<file path="config.mk">
export PLATFORM = sky130hd
export DESIGN_NAME = cqr_out_flat
export DESIGN_NICKNAME = d
export VERILOG_FILES = /design/src/design/cqr_pkg.sv /design/src/design/cqr_ifs.sv /design/src/design/cqr_out.sv /design/src/flat_wrapper.sv
export SDC_FILE = /design/constraint.sdc
export NUM_CORES = 1
export LEC_CHECK = 0
export ABC_AREA = 1
export BUFFER_PORTS_ARGS = -buffer_cell sky130_fd_sc_hd__buf_4
export CAP_MARGIN = 20
export CORE_MARGIN = 1
export CORE_UTILIZATION = 28
export DETAILED_ROUTE_END_ITERATION = 10
export PLACE_DENSITY = 0.48
export SLEW_MARGIN = 20
export SYNTH_ARGS = -nofsm -noshare
export SYNTH_HDL_FRONTEND = slang
export SYNTH_SLANG_ARGS = --single-unit
</file>
<file path="constraint.sdc">
create_clock -name clock -period 3.4 [get_ports clock]
set_input_delay 0.17 -clock clock [delete_from_list [all_inputs] [get_ports clock]]
set_output_delay 0.17 -clock clock [all_outputs]
set_load 0.005 [all_outputs]
</file>
<file path="src/design/cqr_pkg.sv">
// ----------------------------------------------------------------------------
// cqr_pkg
// Shared types and codes for the circular queue with reverse: command and
// status codes, beat payloads and the stage record passed to the output side.
// ----------------------------------------------------------------------------
`default_nettype none

package cqr_pkg;

   localparam int CMD_W       = 2;
   localparam int STATUS_W    = 2;
   localparam int VALUE_W     = 32;
   localparam int INDEX_W     = 10;
   localparam int COUNT_OUT_W = 11;
   localparam int EXT_W       = 64;

   typedef logic [CMD_W-1:0]    cmd_type;
   typedef logic [STATUS_W-1:0] status_type;

   localparam cmd_type CMD_PUSH    = 2'd0;
   localparam cmd_type CMD_POP     = 2'd1;
   localparam cmd_type CMD_GET     = 2'd2;
   localparam cmd_type CMD_REVERSE = 2'd3;

   localparam status_type STATUS_OK    = 2'd0;
   localparam status_type STATUS_EMPTY = 2'd1;
   localparam status_type STATUS_RANGE = 2'd2;
   localparam status_type STATUS_FULL  = 2'd3;

   typedef struct packed {
      cmd_type                    cmd;
      logic signed [VALUE_W-1:0]  push_value;
      logic [INDEX_W-1:0]         read_index;
   } req_payload_type;

   typedef struct packed {
      status_type                 status;
      logic signed [VALUE_W-1:0]  read_value;
      logic [COUNT_OUT_W-1:0]     item_count;
   } rsp_payload_type;

   // What the output side needs to know about a command once it has left
   // the pointer logic.
   typedef struct packed {
      status_type             status;
      logic                   is_get;
      logic [COUNT_OUT_W-1:0] item_count;
   } stage_info_type;

endpackage

`default_nettype wire

</file>
<file path="src/design/cqr_ifs.sv">
// ----------------------------------------------------------------------------
// cqr_ifs
// Valid/ready channel interfaces for the command beats and the result beats.
// ----------------------------------------------------------------------------
`default_nettype none


interface cqr_rsp_if import cqr_pkg::*; ();
   logic            valid;
   logic            ready;
   rsp_payload_type payload;

   modport source (output valid, output payload, input ready);
   modport sink   (input valid, input payload, output ready);
endinterface

`default_nettype wire

</file>
<file path="src/design/cqr_out.sv">
// ----------------------------------------------------------------------------
// cqr_out
// Result side: a stage that waits for the storage read data, then an output
// register that holds the result beat while the receiver stalls.
// ----------------------------------------------------------------------------
`default_nettype none

module cqr_out import cqr_pkg::*; #(
   parameter int DATA_WIDTH = 32
) (
   input  logic                  clock,
   input  logic                  reset,
   input  logic                  accept,
   input  stage_info_type        info,
   input  logic [DATA_WIDTH-1:0] rdata,
   output logic                  in_ready,
   cqr_rsp_if.source             rsp
);

   logic            s1_valid_ff, s1_valid_in;
   stage_info_type  s1_info_ff;
   logic            out_valid_ff, out_valid_in;
   rsp_payload_type out_ff, out_in;
   logic            out_load;
   logic [EXT_W-1:0] rdata_ext;

   // The stored word is sign-extended from its own width; the low bits of
   // that form the reported value.
   assign rdata_ext = EXT_W'(signed'(rdata));

   assign out_load = s1_valid_ff && (!out_valid_ff || rsp.ready);
   assign in_ready = !s1_valid_ff || out_load;

   always_comb begin
      out_in.status     = s1_info_ff.status;
      out_in.item_count = s1_info_ff.item_count;
      if (!s1_info_ff.is_get) begin
         out_in.read_value = '0;
      end else if (s1_info_ff.status == STATUS_RANGE) begin
         out_in.read_value = '1;
      end else begin
         out_in.read_value = rdata_ext[VALUE_W-1:0];
      end
   end

   assign s1_valid_in  = accept || (s1_valid_ff && !out_load);
   assign out_valid_in = out_load || (out_valid_ff && !rsp.ready);

   always_ff @(posedge clock) begin
      if (reset) begin
         s1_valid_ff  <= 1'b0;
         out_valid_ff <= 1'b0;
      end else begin
         s1_valid_ff  <= s1_valid_in;
         out_valid_ff <= out_valid_in;
      end
   end

   always_ff @(posedge clock) begin
      if (accept) begin
         s1_info_ff <= info;
      end
      if (out_load) begin
         out_ff <= out_in;
      end
   end

   assign rsp.valid   = out_valid_ff;
   assign rsp.payload = out_ff;

endmodule

`default_nettype wire

</file>
<file path="src/flat_wrapper.sv">
// flat-port wrapper written by rule: the top's interface ports become plain ports
module cqr_out_flat import cqr_pkg::*;
#(
   parameter int DATA_WIDTH = 32
)
  (clock, reset, accept, info, rdata, in_ready, rsp_valid, rsp_payload, rsp_ready);
  cqr_rsp_if rsp_i ();
  input  logic clock;
  input  logic reset;
  input  logic accept;
  input  stage_info_type info;
  input  logic [DATA_WIDTH-1:0] rdata;
  output logic in_ready;
  output wire logic [$bits(rsp_i.valid)-1:0] rsp_valid;
  output wire logic [$bits(rsp_i.payload)-1:0] rsp_payload;
  input wire logic [$bits(rsp_i.ready)-1:0] rsp_ready;
  assign rsp_valid = rsp_i.valid;
  assign rsp_payload = rsp_i.payload;
  assign rsp_i.ready = rsp_ready;
  cqr_out #(.DATA_WIDTH(DATA_WIDTH)) u_core (.clock(clock), .reset(reset), .accept(accept), .info(info), .rdata(rdata), .in_ready(in_ready), .rsp(rsp_i));
endmodule
</file>
== Word-level counts from Yosys, hierarchy flattened ==
Cells that the tools add are included.
Cells by class
  muxes and demuxes: 1
  equality and inequality tests: 1
  reductions and logical operators: 11
Operators with widths (count)
  32-bit two-way mux: 1
  1-bit zero test: 4
  1-bit logical OR: 4
  1-bit logical AND: 3
  2-bit equality test, second input constant: 1
Word-level totals
  output and inout bits: 47
  bits in registers: 61
  bits of input ports: 50
  logic and storage cells: 21

== Depth between registers and ports, before layout ==
  depth after elaboration: 6
  mapped depth: 4
  depth with buffers taken out: 3

== Least setup slack after synthesis ==
No wires, ideal clock.
  path kind: register -> register
  start point: reg u_core.out_valid_ff (netlist: u_core.rsp.valid)
  end point: reg u_core.out_ff, in the netlist u_core.rsp.payload[0] (enable)
  data arrival time: 2.566 ns
  library setup time: 0.462 ns
  stages on the path, launching flop included: 2
  slack: 0.372 ns
  required time: 2.938 ns
  path buffers: 0
  period minus slack after synthesis: 3.028 ns
  path through: dfxtp_1 > a21oi_1
On the way
  word-level cells in the longest chain between the ends: 3
Ends and longest elaborated chain
  start, declared: RTL line cqr_out.sv:22  | logic out_valid_ff, out_valid_in;
  start signal, assigned: RTL line cqr_out.sv:55  | out_valid_ff <= out_valid_in;
  1-bit zero test: RTL line cqr_out.sv:31  | assign out_load = s1_valid_ff && (!out_valid_ff || rsp.ready);
  1-bit logical OR: RTL line cqr_out.sv:31
  1-bit logical AND: RTL line cqr_out.sv:31
  via u_core.out_load: RTL line cqr_out.sv:24  | logic out_load;
  end signal, assigned: RTL line cqr_out.sv:64  | out_ff <= out_in;
  end, declared: RTL line cqr_out.sv:23  | rsp_payload_type out_ff, out_in;
The timed path passes the listed nets, and every way through them passes these cells.
A chain may end at the register's enable or synchronous reset.

== Final worst setup path ==
  start point: reg u_core.out_valid_ff (netlist: u_core.rsp.valid)
  end point: reg u_core.out_ff, in the netlist u_core.rsp.payload[19] (enable)
Same word-level chain as after synthesis.

==> flow_summary.json <==
{
  "status": "finished, final reports clean",
  "clockBufferDepth": 2,
  "fmax_ghz": 0.7183,
  "start_util": 0.2873,
  "worstMarginPinSlew_ps": 569.6,
  "mostFrequentLayoutCell": "buf_4",
  "core_um2": 8175,
  "final_cell_mix": "98 x buf_4, 59 x edfxtp_1, 35 x inv_1",
  "drv_cap": 0,
  "power_frac_seq": 0.533,
  "area_growth_pct": 46.62,
  "htreeDepth": 3,
  "synth_cell_types": 11,
  "grt_pass1_vias": 1277,
  "grt_max_degree": 46,
  "crit_path_end_kind": "flip-flop",
  "setup_violations": 0,
  "via_count": 1405,
  "syn_inst": 142,
  "synth_warnings": 0,
  "syn_area_per_cell_um2": 16.54,
  "hold_violations": 0,
  "grt_pass1_wl_um": 6596,
  "clock_sinks": 61,
  "grt_use_total": 0.1042,
  "via_per_inst": 3.849,
  "cts_hold_buf": 9,
  "total_power_uw": 1683,
  "met3_usage": 0.05772,
  "final.min_clock_period_ps": 1392,
  "hold_ws_ps": 20.74,
  "cts_tree": "yes",
  "p_leak_uw": 0.001451,
  "layout.nets": 305,
  "fin_setup_tns_ps": 0,
  "grt_busiest_layer": "met1",
  "drt_wl_total_um": 4379,
  "clk_latency_ps": 320,
  "start_kind": "flip-flop",
  "r2r_cells": 2,
  "cts_resized": 0,
  "min_period_over_period": 0.4095,
  "numCtsBuffers": 9,
  "stdcell_area_um2": 3443,
  "holdPathStages": 1,
  "syn_nets": 192,
  "hold_class": "in -> reg",
  "clock-root-buffer": "clkbuf_8",
  "grt-ovfl-total": 0,
  "rsz0062_at_grt": "no",
  "cp_data_arrival_time_ps": 1350,
  "ir_drop_mv": 0.2450,
  "crit_fanout": 45,
  "power.internal_uw": 1319,
  "drtIter0Drc": 56,
  "p_comb_frac": 0.112,
  "die_area_um2": 8758,
  "clkPwrFrac": 0.355,
  "die_y_um": 93.59,
  "maxSlewHeadroom": 0.6202,
  "r2r-start": "u_core.rsp.valid",
  "post-dp-hpwl_um": 2908,
  "yosysSeqAreaShare": 0.7714,
  "grt_antenna_before_repair": 0,
  "swShare": 0.2163,
  "dr.pass1.iters": 4,
  "io_pins": 97,
  "drv_slew": 0,
  "rows": 33,
  "path_clk_slew_ps": 70,
  "die_w_um": 93.59,
  "avgRoutedWirePerCell_um": 12.00,
  "ys_seq_elements": 61,
  "hold_path_startpoint": "info[6]",
  "power_density_nw_per_um2": 488.7,
  "drive_gt1_frac": 0.5577,
  "reg2reg_to": "u_core.rsp.payload[19]",
  "drc": 0,
  "rrSetupSlack_ps": 2010,
  "postCtsSetupBuffers": 0,
  "grtUsageMet1": 0.1386,
  "grt_use_met2": 0.1330,
  "placed_cell_area_um2": 3159,
  "min_to": "u_core.out_in[6]",
  "synth_area_um2": 2349,
  "gp_congestion": 0.7135,
  "diodes": 0,
  "detail-route-antenna-nets": 0,
  "switchingPower_uw": 364.0,
  "path_class": "reg -> reg",
  "worstPathRequired_ps": 3360,
  "portBuffers": 96,
  "finClkSkew_ps": 8.143
}
==> state kept, by name, summed over array words and instances (netlist names) <==
name                cells
u_core.out_in          13
u_core.rsp.payload     45
u_core.rsp.valid        1
u_core.s1_info_ff       1
u_core.s1_valid_ff      1
==> worst max-delay path, stage by stage (launching register included) <==
cell	delay, ps
dfxtp_1	360
a21oi_4	150
buf_4	470
==> synthesized netlist by cell type <==
master    number  share of area
edfxtp_1      59           0.75
a21oi_4        3          0.021
a21oi_1        5          0.011
a21oi_2       27           0.10
buf_6          6          0.029
dfxtp_1        2          0.017
nand2_1        1         0.0016
nand3_1        1         0.0021
nand2_4        1         0.0048
inv_2          1         0.0016
inv_1         36          0.058
==> per-stage QoR <==
stage / utilization / std cells / worst slack [ps]
3_5_place_dp: 0.3864 / 339 / 2012
4_1_cts: 0.4200 / 364 / 2001
3_3_place_gp: 0.3864 / 339 / 2030
6_report: 0.4212 / 365 / 2008
5_1_grt: 0.4212 / 365 / 1916
2_1_floorplan: - / 142 / 372.0
==> layer usage <==
layer / routed length, um / share of wire
met4: 70 / 0.016
met1: 1966 / 0.45
met2: 1831 / 0.42
met3: 511 / 0.12
met5: 0 / 0
==> how the worst max path moves through the flow <==
stage | end | startpoint | slack, ps | cells after the start
detailed placement | u_core.rsp.payload[16] | u_core.rsp.valid | 2010 | 2
global placement | u_core.rsp.payload[16] | u_core.rsp.valid | 2030 | 2
CTS | u_core.rsp.payload[28] | u_core.rsp.valid | 2000 | 2
finish | u_core.rsp.payload[19] | u_core.rsp.valid | 2010 | 2
global route | u_core.rsp.payload[27] | u_core.rsp.valid | 1920 | 2
floorplan | u_core.rsp.payload[0] | u_core.rsp.valid | 370 | 1
==> logic make-up after synthesis <==
kind of cell | share of synthesized area
compound gates | 0.1321
flops | 0.7714
simple gates | 0.008520
buf+inv | 0.08790
==> layout make-up <==
type | count | area [um^2]
fillers | 781 | 4732
flip-flops and latches | 61 | 1812
repair buffers | 108 | 835.8
multi-input cells | 38 | 341.6
inverters | 37 | 138.9
clock buffers | 11 | 131.4
well taps | 105 | 131.4
clock inverters | 5 | 52.55
==> power by group through the flow <==
| stage | logic (uW) | registers [uW] | clock network, uW |
|---|---|---|---|
| finish | 189 | 897 | 597 |
| global route | 208 | 901 | 655 |
| CTS | 192 | 897 | 628 |
| detailed placement | 183 | 914 | 0 |
| global placement | 183 | 913 | 0 |
| floorplan | 81.6 | 916 | 0 |
Note: power is estimated with default switching activity, not from simulation.
