===== config.mk =====
export PLATFORM = sky130hd
export DESIGN_NAME = cqr_ctrl
export DESIGN_NICKNAME = d
export VERILOG_FILES = /design/src/design/cqr_pkg.sv /design/src/design/cqr_ctrl.sv
export SDC_FILE = /design/constraint.sdc
export NUM_CORES = 1
export LEC_CHECK = 0
export ABC_AREA = 1
export ABC_CLOCK_PERIOD_IN_PS = 4980
export BUFFER_PORTS_ARGS = -buffer_cell sky130_fd_sc_hd__buf_2
export CAP_MARGIN = 20
export CORE_MARGIN = 2
export CORE_UTILIZATION = 50
export CTS_CLUSTER_DIAMETER = 100
export CTS_CLUSTER_SIZE = 20
export DETAILED_ROUTE_END_ITERATION = 7
export PLACE_DENSITY = 0.79
export SYNTH_ARGS = -nofsm -noshare
export SYNTH_HDL_FRONTEND = slang
export SYNTH_SLANG_ARGS = --single-unit

===== constraint.sdc =====
create_clock -name clock -period 4.98 [get_ports clock]
set_input_delay 0.498 -clock clock [delete_from_list [all_inputs] [get_ports clock]]
set_output_delay 0.498 -clock clock [all_outputs]
set_load 0.05 [all_outputs]

===== src/design/cqr_pkg.sv =====
// ----------------------------------------------------------------------------
// cqr_pkg
// Shared types and codes for the circular queue with reverse: command and
// status codes, beat payloads and the stage record passed to the output side.
// ----------------------------------------------------------------------------
`default_nettype none

package cqr_pkg;

   localparam int CMD_W       = 2;
   localparam int STATUS_W    = 2;
   localparam int VALUE_W     = 32;
   localparam int INDEX_W     = 10;
   localparam int COUNT_OUT_W = 11;
   localparam int EXT_W       = 64;

   typedef logic [CMD_W-1:0]    cmd_type;
   typedef logic [STATUS_W-1:0] status_type;

   localparam cmd_type CMD_PUSH    = 2'd0;
   localparam cmd_type CMD_POP     = 2'd1;
   localparam cmd_type CMD_GET     = 2'd2;
   localparam cmd_type CMD_REVERSE = 2'd3;

   localparam status_type STATUS_OK    = 2'd0;
   localparam status_type STATUS_EMPTY = 2'd1;
   localparam status_type STATUS_RANGE = 2'd2;
   localparam status_type STATUS_FULL  = 2'd3;

   typedef struct packed {
      cmd_type                    cmd;
      logic signed [VALUE_W-1:0]  push_value;
      logic [INDEX_W-1:0]         read_index;
   } req_payload_type;

   typedef struct packed {
      status_type                 status;
      logic signed [VALUE_W-1:0]  read_value;
      logic [COUNT_OUT_W-1:0]     item_count;
   } rsp_payload_type;

   // What the output side needs to know about a command once it has left
   // the pointer logic.
   typedef struct packed {
      status_type             status;
      logic                   is_get;
      logic [COUNT_OUT_W-1:0] item_count;
   } stage_info_type;

endpackage

`default_nettype wire


===== src/design/cqr_ctrl.sv =====
// ----------------------------------------------------------------------------
// cqr_ctrl
// Head pointer, element count and direction flag. Maps each command to one
// physical slot and issues the single storage access it needs.
// ----------------------------------------------------------------------------
`default_nettype none

module cqr_ctrl import cqr_pkg::*; #(
   parameter int CAPACITY = 1024
) (
   input  logic                        clock,
   input  logic                        reset,
   input  logic                        accept,
   input  cmd_type                     cmd,
   input  logic [INDEX_W-1:0]          read_index,
   output logic                        mem_wr_en,
   output logic                        mem_rd_en,
   output logic [$clog2(CAPACITY)-1:0] mem_addr,
   output stage_info_type              info
);

   localparam int AW   = $clog2(CAPACITY);
   localparam int CW   = $clog2(CAPACITY + 1);
   localparam int CMPW = (CW > INDEX_W) ? CW : INDEX_W;
   localparam logic [AW:0]   CAP_A = (AW + 1)'(CAPACITY);
   localparam logic [CW-1:0] CAP_C = CW'(CAPACITY);

   logic [AW-1:0] head_ff,  head_in;
   logic [CW-1:0] count_ff, count_in;
   logic          rev_ff,   rev_in;

   logic [AW-1:0] offset;
   logic [AW:0]   fwd_sum;
   logic [AW:0]   rev_sum;
   logic [AW-1:0] slot;
   status_type    status;
   logic          full;
   logic          empty;
   logic          in_range;

   assign full     = (count_ff == CAP_C);
   assign empty    = (count_ff == '0);
   assign in_range = (CMPW'(read_index) < CMPW'(count_ff));

   // Logical offset from the front for each command. Only offsets below the
   // capacity are ever used, so the modulo reduces to one compare-subtract.
   always_comb begin
      case (cmd)
         CMD_PUSH: offset = AW'(count_ff);
         CMD_POP:  offset = AW'(1);
         CMD_GET:  offset = AW'(read_index);
         default:  offset = AW'(count_ff - CW'(1));
      endcase
   end

   assign fwd_sum = {1'b0, head_ff} + {1'b0, offset};
   assign rev_sum = {1'b0, head_ff} + CAP_A - {1'b0, offset};

   always_comb begin
      if (rev_ff) begin
         slot = (rev_sum >= CAP_A) ? AW'(rev_sum - CAP_A) : AW'(rev_sum);
      end else begin
         slot = (fwd_sum >= CAP_A) ? AW'(fwd_sum - CAP_A) : AW'(fwd_sum);
      end
   end

   always_comb begin
      head_in   = head_ff;
      count_in  = count_ff;
      rev_in    = rev_ff;
      status    = STATUS_OK;
      mem_wr_en = 1'b0;
      mem_rd_en = 1'b0;
      case (cmd)
         CMD_PUSH: begin
            if (full) begin
               status = STATUS_FULL;
            end else begin
               mem_wr_en = accept;
               count_in  = count_ff + CW'(1);
            end
         end
         CMD_POP: begin
            if (empty) begin
               status = STATUS_EMPTY;
            end else begin
               head_in  = slot;
               count_in = count_ff - CW'(1);
            end
         end
         CMD_GET: begin
            if (!in_range) begin
               status = STATUS_RANGE;
            end else begin
               mem_rd_en = accept;
            end
         end
         default: begin
            // The old logical back becomes the front; data stays in place.
            if (!empty) begin
               head_in = slot;
            end
            rev_in = !rev_ff;
         end
      endcase
   end

   always_ff @(posedge clock) begin
      if (reset) begin
         head_ff  <= '0;
         count_ff <= '0;
         rev_ff   <= 1'b0;
      end else if (accept) begin
         head_ff  <= head_in;
         count_ff <= count_in;
         rev_ff   <= rev_in;
      end
   end

   assign mem_addr        = slot;
   assign info.status     = status;
   assign info.is_get     = (cmd == CMD_GET);
   assign info.item_count = COUNT_OUT_W'(count_in);

endmodule

`default_nettype wire


# Word-level counts from Yosys, hierarchy flattened
# Cells that the tools add are included.
[op_classes]
multipliers = 0
muxes = 15
n_addsub = 7
n_div = 0
shift = 0
n_lt_le_gt_ge = 3
bitwise = 3
reduce_logical = 7
n_eq_ne = 3
[op_table]
columns = ["cell", "n"]
rows = [
  ["2-to-1 mux 10 bit", 3],
  ["one-hot mux 10 bit (3 select lines)", 1],
  [">= comparator 11 bit (second input constant)", 2],
  ["2-to-1 mux 11 bit", 2],
  ["one-hot mux 11 bit (2 select lines)", 1],
  ["subtractor 10 x 1 -> 10 bit (second input constant)", 2],
  ["adder 10 x 10 -> 11 bit", 1],
  ["adder 10 x 11 -> 11 bit (second input constant)", 1],
  ["adder 11 x 1 -> 11 bit (second input constant)", 1],
  ["equality test 11 bit (second input constant)", 1],
  ["logical NOT 11 bit", 1],
  ["< comparator 10 x 11 -> 1 bit", 1],
  ["subtractor 11 x 1 -> 11 bit (second input constant)", 1],
  ["subtractor 11 x 10 -> 11 bit", 1],
  ["one-hot mux 2 bit (3 select lines)", 1],
  ["2-to-1 mux 1 bit", 5],
  ["2-to-1 mux 2 bit", 2],
  ["inverter 1 bit", 3],
  ["AND reduction 3 bit", 1],
  ["OR reduction 3 bit", 1],
  ["equality test 2 x 1 -> 1 bit (second input constant)", 1],
  ["equality test 2 bit (second input constant)", 1],
  ["logical NOT 2 bit", 1],
  ["AND reduction 2 bit", 1],
  ["2 further kinds", 2],
]
[totals]
inputBits = 15
memories = 0
regBits = 22
ram_bits = 0
elab_cells = 41
latchBits = 0
mem_bits_ro = 0

# Logic depth before layout (Yosys ltp)
# Gate-level depths: netlist (run 1).
[depth]
ltp_word = 6
depth_mapped = 23

# Least setup slack after synthesis (run 1)
# Ideal clock, no wire load.
[synth_path]
path_type = "input to output"
startpoint = "input port cmd[1]"
endpoint = "output port mem_addr[1]"
path_slack_ns = 1.163
t_arrival_ns = 3.319
path_stages = 9
cell_sequence = "buf_2 nand2_1 inv_1 clkbuf_1 nand2_1 o21ai_0 a21oi_1 fa_1 o21ai_0"
[synth_rtl]
columns = ["element", "line", "text"]
rows = [
  ["from (decl)", "cqr_ctrl.sv:14", "input cmd_type cmd,"],
  ["to (decl)", "cqr_ctrl.sv:18", "output logic [$clog2(CAPACITY)-1:0] mem_addr,"],
]

# Worst setup path after layout (run 1)
[layout_path]
startpoint = "register count_ff[0]"
endpoint = "output port mem_addr[7]"
[layout_via]
elab_chain_len = 6
[layout_lines]
columns = ["element", "line", "text"]
rows = [
  ["from (decl)", "cqr_ctrl.sv:29", "logic [CW-1:0] count_ff, count_in;"],
  ["from (signal assigned)", "cqr_ctrl.sv:115", "count_ff <= count_in;"],
  ["subtractor 11 x 1 -> 11 bit", "n/a", ""],
  ["one-hot mux 10 bit (3 select lines) (*)", "cqr_ctrl.sv:48", "case (cmd)"],
  ["subtractor 11 x 10 -> 11 bit / adder 10 x 10 -> 11 bit (equally long branches)", "cqr_ctrl.sv:57, cqr_ctrl.sv:56", ""],
  ["subtractor 10 x 1 -> 10 bit (tied with other cells)", "cqr_ctrl.sv:61", "slot = (rev_sum >= CAP_A) ? AW'(rev_sum - CAP_A) : AW'(rev_sum);"],
  ["2-to-1 mux 10 bit (on tied branches)", "cqr_ctrl.sv:61, cqr_ctrl.sv:63", ""],
  ["2-to-1 mux 10 bit (*)", "cqr_ctrl.sv:60", "if (rev_ff) begin"],
]
# Mark *: on every way between the ends. The rest lies on a longest branch, timed or not.

==> impl_metrics.py, run 1 <==
metrics = {
    "synth": {
        "synth_xor_area_share_pct": 3.338,
        "yosysSeqAreaShare_pct": 15.26,
        "ys_types": 37,
        "avgSynthCellArea_um2": 5.952,
        "synth-seq-cells": 22,
        "syn-num-nets": 532,
        "yosysWarnings": 0,
        "synth_compound_area_share_pct": 18.86,
        "netlist.area_leader.share_pct": 16.25,
        "yosys-top-cells-area": "nand2_1, dfxtp_1, ha_1, inv_1, a21oi_1",
        "muxShareOfSynthArea_pct": 0,
        "synth-edff-count": 0,
        "postSynthCellCount": 485,
        "ys.flop_type": "dfxtp_1",
        "synthArstFlopShare_pct": 0,
        "synth_top_area_cell": "nand2_1",
        "yosys.area_share.simple_pct": 35.07,
        "synth_top_family_by_area": "simple AND/OR/NAND/NOR gates",
        "netlist_area_mm2": 0.002887,
        "synthAdderAreaFrac_pct": 14.39,
    },
    "worst_hold_path": {
        "hold_path.class": "reg -> reg",
    },
    "finish": {
        "nFillCells": 587,
        "final_cells": 586,
        "multi_input_area_mm2": 0.002068,
        "fin_util_pct": 56.87,
        "antenna_cells": 0,
        "drive_gt1_share_pct": 14.98,
        "syn_to_final_growth_pct": 9.146,
        "fin_nets": 563,
        "regArea_um2": 440.4,
    },
    "power_and_ir_drop": {
        "p_leak_nw": 1.770,
        "ir_drop_uv": 172.6,
        "power-per-cell-area_mw_per_mm2": 267.2,
        "power_w": 0.0008417,
    },
    "clock_tree": {
        "cts_setup_buffers": 0,
        "clockBufferDepth": 2,
        "cts.clk_slew.worst_paths_ns": 0.09,
        "cts_tree": "done",
        "cts_resized": 0,
        "cts_inserted_buffers": 3,
        "cts-root-buf": "clkbuf_8",
        "postCtsHoldBufs": 0,
        "cts_max_level": 1,
        "clk_latency_ns": 0.27,
        "cts_sinks": 22,
    },
    "timing": {
        "post-route-period-util_pct": 77.36,
        "skew_ns": 0.006967,
        "rsz0062_at_grt": "no",
        "timing_max_transition_violations_final": 0,
        "finalHoldViolCount": 0,
        "tns_ns": 0,
        "min_period_ns": 3.852,
        "tightest_slew_ns": 0.5787,
        "slew_headroom_pct": 61.38,
        "setup_violations": 0,
        "fmax_mhz": 259.6,
    },
    "routing": {
        "vias_per_cell": 5.355,
        "wl_met3_um": 389,
        "top_layer": "met4",
        "dr_wl_met2_um": 3891,
        "dr.first_iter.drc_count": 158,
        "wl_met1_um": 3391,
        "drc_errors": 0,
        "wl_per_cell_um": 13.30,
        "vias": 3138,
        "ant_nets": 0,
        "routed_wl_um": 7791,
        "firstDrtPassIters": 5,
    },
    "grt": {
        "grt_use_total_pct": 24.95,
        "antenna_found_initial": 0,
        "grt_pass1_vias": 2803,
        "grt_pass1_wl_um": 12710,
        "grt_max_degree": 21,
        "overflow": 0,
    },
    "floorplan": {
        "dieWidth_um": 79.98,
        "die_y_um": 79.98,
        "core_mm2": 0.005540,
        "initial_core_util_pct": 52.10,
        "rows": 27,
        "io_pins": 41,
        "die-area_mm2": 0.006397,
    },
    "worst_setup_path": {
        "slowest_delay_ns": 0.50,
        "crit_required_ns": 4.48,
        "critPathKind": "reg -> out",
        "cp_top_family": "compound AO/OA/AOI/OAI gates",
        "crit_path_top_delay_cell": "dfxtp_1",
        "startpoint_type": "flop",
        "cp.buffers_inverters": 5,
        "cp_max_fo": 9,
        "endpoint_kind": "output pin",
        "path_cells": "inv_2 -> ha_1 -> nand3_2 -> nor2_1 -> nor2_1 -> inv_1 -> a21oi_1 -> inv_1 -> ha_1 -> inv_1 -> a21oi_1 -> nand3_1 -> nand2_1 -> nand2_1 -> a21oi_1 -> o21ai_0 -> nand2_1 -> buf_2",
        "arrival_ns": 3.35,
    },
    "placement": {
        "io_buffer_count": 40,
        "hpwl_um": 6263,
        "place.gp.congestion": 0.9655,
        "dp.cells": 583,
    },
    "flow_run": {
        "cap_viol_max_count": 0,
    },
    "status": {
        "status": "finished, final reports clean",
    },
}
-- worst min-delay path: cells and delay by family, from the launching register on --
family                 cells  cell delay (ns)
AOI/OAI and AO/OA          1             0.05
buffers and inverters      1             0.07
DFF                        1             0.32
-- synthesized netlist by cell type, types with 2 or more instances --
cell	count
fa_1	2
nand3_1	34
xor2_1	10
o211ai_1	15
o21bai_1	2
nand4_1	7
clkbuf_1	7
buf_2	6
nor2_2	5
inv_2	14
nand2_4	2
nor2_1	37
nand3_4	2
inv_1	66
o21ai_0	25
ha_1	30
dfxtp_1	22
nor3_1	4
o21ai_1	13
a21oi_1	36
or2_2	6
nand2_1	125
-- registers in the layout, indices dropped and copies added, names as in the netlist --
name	cells
count_ff	11
head_ff	10
rev_ff	1
-- cells in the final DEF (no fill, tap or decap), types with 2 or more instances in the layout --
master    instances
inv_2            14
nand2_4           2
fa_1              2
or2_2             6
o21bai_1          2
buf_2            40
xor2_1           10
o21ai_0          25
nand3_1          34
o21ai_1          13
ha_1             30
nand2_1         125
nor2_2            5
dfxtp_1          22
o211ai_1         15
inv_1            66
nor2_1           37
nor3_1            4
clkbuf_8          3
nand3_4           2
a21oi_1          36
nand4_1           7
-- where the power goes --
group          total [W]  switching [W]  internal (W)
Sequential      0.000212      0.0000207      0.000191
Clock           0.000117      0.0000631     0.0000542
Combinational   0.000513       0.000371      0.000142
Total           0.000842       0.000455      0.000387
-- logic make-up (layout without fill, tap and decap cells) --
group                    Yosys count  count (layout)
flip-flops                        22              22
AND/OR/NAND/NOR                  227             227
buffers and inverters             96             125
adder cells (fa/ha/maj)           32              32
XOR/XNOR                          11              11
AO/OA/AOI/OAI                     97              97
-- per-stage QoR --
stage / instance area, um^2 / hold slack [ns] / worst slack (ns)
6_report: 3151 / 0.4817 / 1.128
5_1_grt: 3151 / 0.5180 / 0.6791
4_1_cts: 3151 / 0.4848 / 1.148
3_5_place_dp: 3109 / 0.4715 / 1.247
3_3_place_gp: 3109 / 0.4639 / 1.290
2_1_floorplan: 2887 / 0.4538 / 1.163
-- metal layers --
layer / vias up / track usage, %
met3: 13 / 2.828
met4: 0 / 6.271
met2: 92 / 46.25
li1: 1629 / -
met5: - / 0
met1: 1404 / 30.25
-- path summary, 6_finish.rpt --
| path | endpoint | slack (ns) | cells past startpoint | from |
|---|---|---|---|---|
| worst min register to register | head_ff[0] | 0.48 | 2 | head_ff[0] |
| worst max-delay path | mem_addr[7] | 1.13 | 18 | count_ff[0] |
| worst min-delay path | head_ff[0] | 0.48 | 2 | head_ff[0] |
| worst max register to register | head_ff[7] | 1.92 | 18 | count_ff[0] |
-- layout make-up --
| type | count | share of cell area, % |
|---|---|---|
| multi-input cells | 367 | 65.65 |
| repair buffers | 40 | 6.354 |
| inverters | 82 | 9.849 |
| clock buffers | 3 | 1.311 |
| flip-flops and latches | 22 | 13.98 |
| well taps | 72 | 2.859 |
No activity file was read; power rests on OpenSTA's default activity.
==> inputs of run 2 (changes only) <==
ABC_CLOCK_PERIOD_IN_PS = 3800   (was 4980)
clock period = 3.8 ns   (was 4.98 ns; I/O delays follow)
==> run 2 against run 1 <==
Wire length rose by 0.39%. Global-route usage rose by 0.094 points. Clock skew fell by 0.0048 ns. Sequential power rose by 32%. Worst setup slack got worse by 0.86 ns. Critical path type unchanged. Largest cell class unchanged.
==> impl_metrics.py, run 2 (same netlist as run 1, synthesis figures left out) <==
metrics = {
    "status": {
        "status": "finished, final reports clean",
    },
    "routing": {
        "vias": 3161,
        "routed_wl_um": 7821,
        "wl_per_cell_um": 13.30,
        "dr.first_iter.drc_count": 152,
        "vias_per_cell": 5.376,
        "firstDrtPassIters": 5,
        "drc_errors": 0,
        "ant_nets": 0,
    },
    "clock_tree": {
        "clockBufferDepth": 2,
        "cts-root-buf": "clkbuf_8",
        "cts_max_level": 1,
        "cts_sinks": 22,
        "cts.clk_slew.worst_paths_ns": 0.09,
        "cts_tree": "done",
        "cts_inserted_buffers": 3,
        "clk_latency_ns": 0.27,
        "postCtsHoldBufs": 0,
    },
    "finish": {
        "antenna_cells": 0,
        "regArea_um2": 441.7,
        "syn_to_final_growth_pct": 11.49,
        "nFillCells": 563,
        "drive_gt1_share_pct": 16.67,
        "largest_reg_flops": 11,
        "final_cells": 588,
        "fin_nets": 564,
        "mostFrequentLayoutCell": "nand2_1",
        "multi_input_area_mm2": 0.002092,
        "top_regs": "count_ff: 11 flops, head_ff: 10 flops, rev_ff: 1 flops",
        "final_cell_mix": "nand2_1, inv_1, buf_2",
        "fin_util_pct": 58.08,
        "regMostFlops": "count_ff",
    },
    "worst_hold_path": {
        "hold_path.class": "in -> reg",
        "min_delay_path_depth": 2,
    },
    "floorplan": {
        "die-area_mm2": 0.006397,
        "io_pins": 41,
        "dieWidth_um": 79.98,
        "die_y_um": 79.98,
        "rows": 27,
        "core_mm2": 0.005540,
        "initial_core_util_pct": 52.10,
    },
    "worst_setup_path": {
        "critPathKind": "reg -> out",
        "cp_max_fo": 6,
        "crit_required_ns": 3.42,
        "endpoint_kind": "output pin",
        "arrival_ns": 3.16,
        "startpoint_type": "flop",
        "r2r_cells": 19,
    },
    "power_and_ir_drop": {
        "p_int_w": 0.0005846,
        "p_seq_share_pct": 23.4,
        "p_leak_nw": 1.786,
        "switching_share_pct": 51.01,
        "power_w": 0.001193,
        "power_switching_w": 0.0006086,
        "power-per-cell-area_mw_per_mm2": 370.8,
        "clock_power_share_pct": 19.1,
        "ir_drop_uv": 209.4,
        "combPwrFrac_pct": 57.5,
    },
    "placement": {
        "pre_cts_slack_ns": 0.3854,
        "dp.cells": 584,
        "hpwl_um": 6251,
        "io_buffer_count": 40,
        "place.gp.congestion": 1.012,
    },
    "timing": {
        "min_period_ns": 3.537,
        "skew_ns": 0.002123,
        "finalHoldViolCount": 0,
        "setup_violations": 0,
        "fmax_mhz": 282.7,
        "slew_headroom_pct": 63.03,
        "timing_max_transition_violations_final": 0,
        "setup_slack_ns": 0.2630,
        "tightest_slew_ns": 0.5539,
        "post-route-period-util_pct": 93.08,
    },
    "grt": {
        "antenna_found_initial": 0,
        "grt_use_total_pct": 25.04,
        "grt_pass1_wl_um": 12830,
        "grt_max_degree": 21,
        "overflow": 0,
        "grt_pass1_vias": 2779,
    },
    "flow_run": {
        "cap_viol_max_count": 0,
    },
}
run 2: cell types whose count changed in the layout (fill, tap and decap cells not counted), sizes merged:
cell	delta
bufinv	+1
clkbuf	+1
run 2: final timing paths:
check | from | to | slack, ns
worst min register to register | head_ff[0] | head_ff[0] | 0.51
worst max-delay path | count_ff[1] | mem_addr[7] | 0.26
worst min-delay path | accept | count_ff[0] | 0.45
worst max register to register | count_ff[1] | head_ff[7] | 0.96
run 2: area by class of cell:
type	count	share of cell area, %
Clock buffer	3	1.283
Sequential cell	22	13.72
Inverter	82	9.642
Tap cell	72	2.799
Timing Repair Buffer	41	6.610
Multi-Input combinational cell	367	65.01
Clock inverter	1	0.9331
run 2: metal layers:
metal | track usage [%] | vias up | part of all wire (%)
met2 | 43.67 | 96 | 48
met4 | 7.966 | 0 | 2.2
li1 | - | 1633 | -
met1 | 32.65 | 1413 | 45
met3 | 1.697 | 19 | 4.7
met5 | 0 | - | 0
run 2: worst max-delay path, stage by stage, from the launching register on:
cell	delay (ns)
dfxtp_1	0.37
inv_2	0.12
ha_2	0.20
nand3_2	0.10
inv_2	0.09
nor2_1	0.05
nor2_1	0.08
inv_1	0.07
a21oi_2	0.18
inv_1	0.07
ha_1	0.37
inv_1	0.09
a21oi_1	0.21
nand3_1	0.15
nand2_1	0.08
nand2_1	0.08
a21oi_1	0.13
o21ai_0	0.13
nand2_1	0.08
clkbuf_4	0.23
run 2: timing repair:
item / CTS / global route
resized for setup: 0 / 11
setup buffers: 0 / 0
endpoints found under the hold margin: 0 / 0
setup endpoints to repair: 0 / 6
run 2: through the flow:
stage | hold WS [ns] | area, um^2 | TNS [ns]
4_1_cts | 0.4479 | 3188 | 0
3_3_place_gp | 0.4644 | 3117 | 0
5_1_grt | 0.4384 | 3218 | -0.05346
3_5_place_dp | 0.5008 | 3117 | 0
2_1_floorplan | 0.4538 | 2887 | 0
6_report | 0.4509 | 3218 | 0
run 2: power by group through the flow:
stage               clock network [W]  logic [W]  registers [W]
floorplan                           0   0.000536       0.000272
global placement                    0   0.000661       0.000282
detailed placement                  0   0.000670       0.000283
CTS                          0.000232   0.000673       0.000277
global route                 0.000242   0.000754       0.000282
finish                       0.000228   0.000686       0.000280
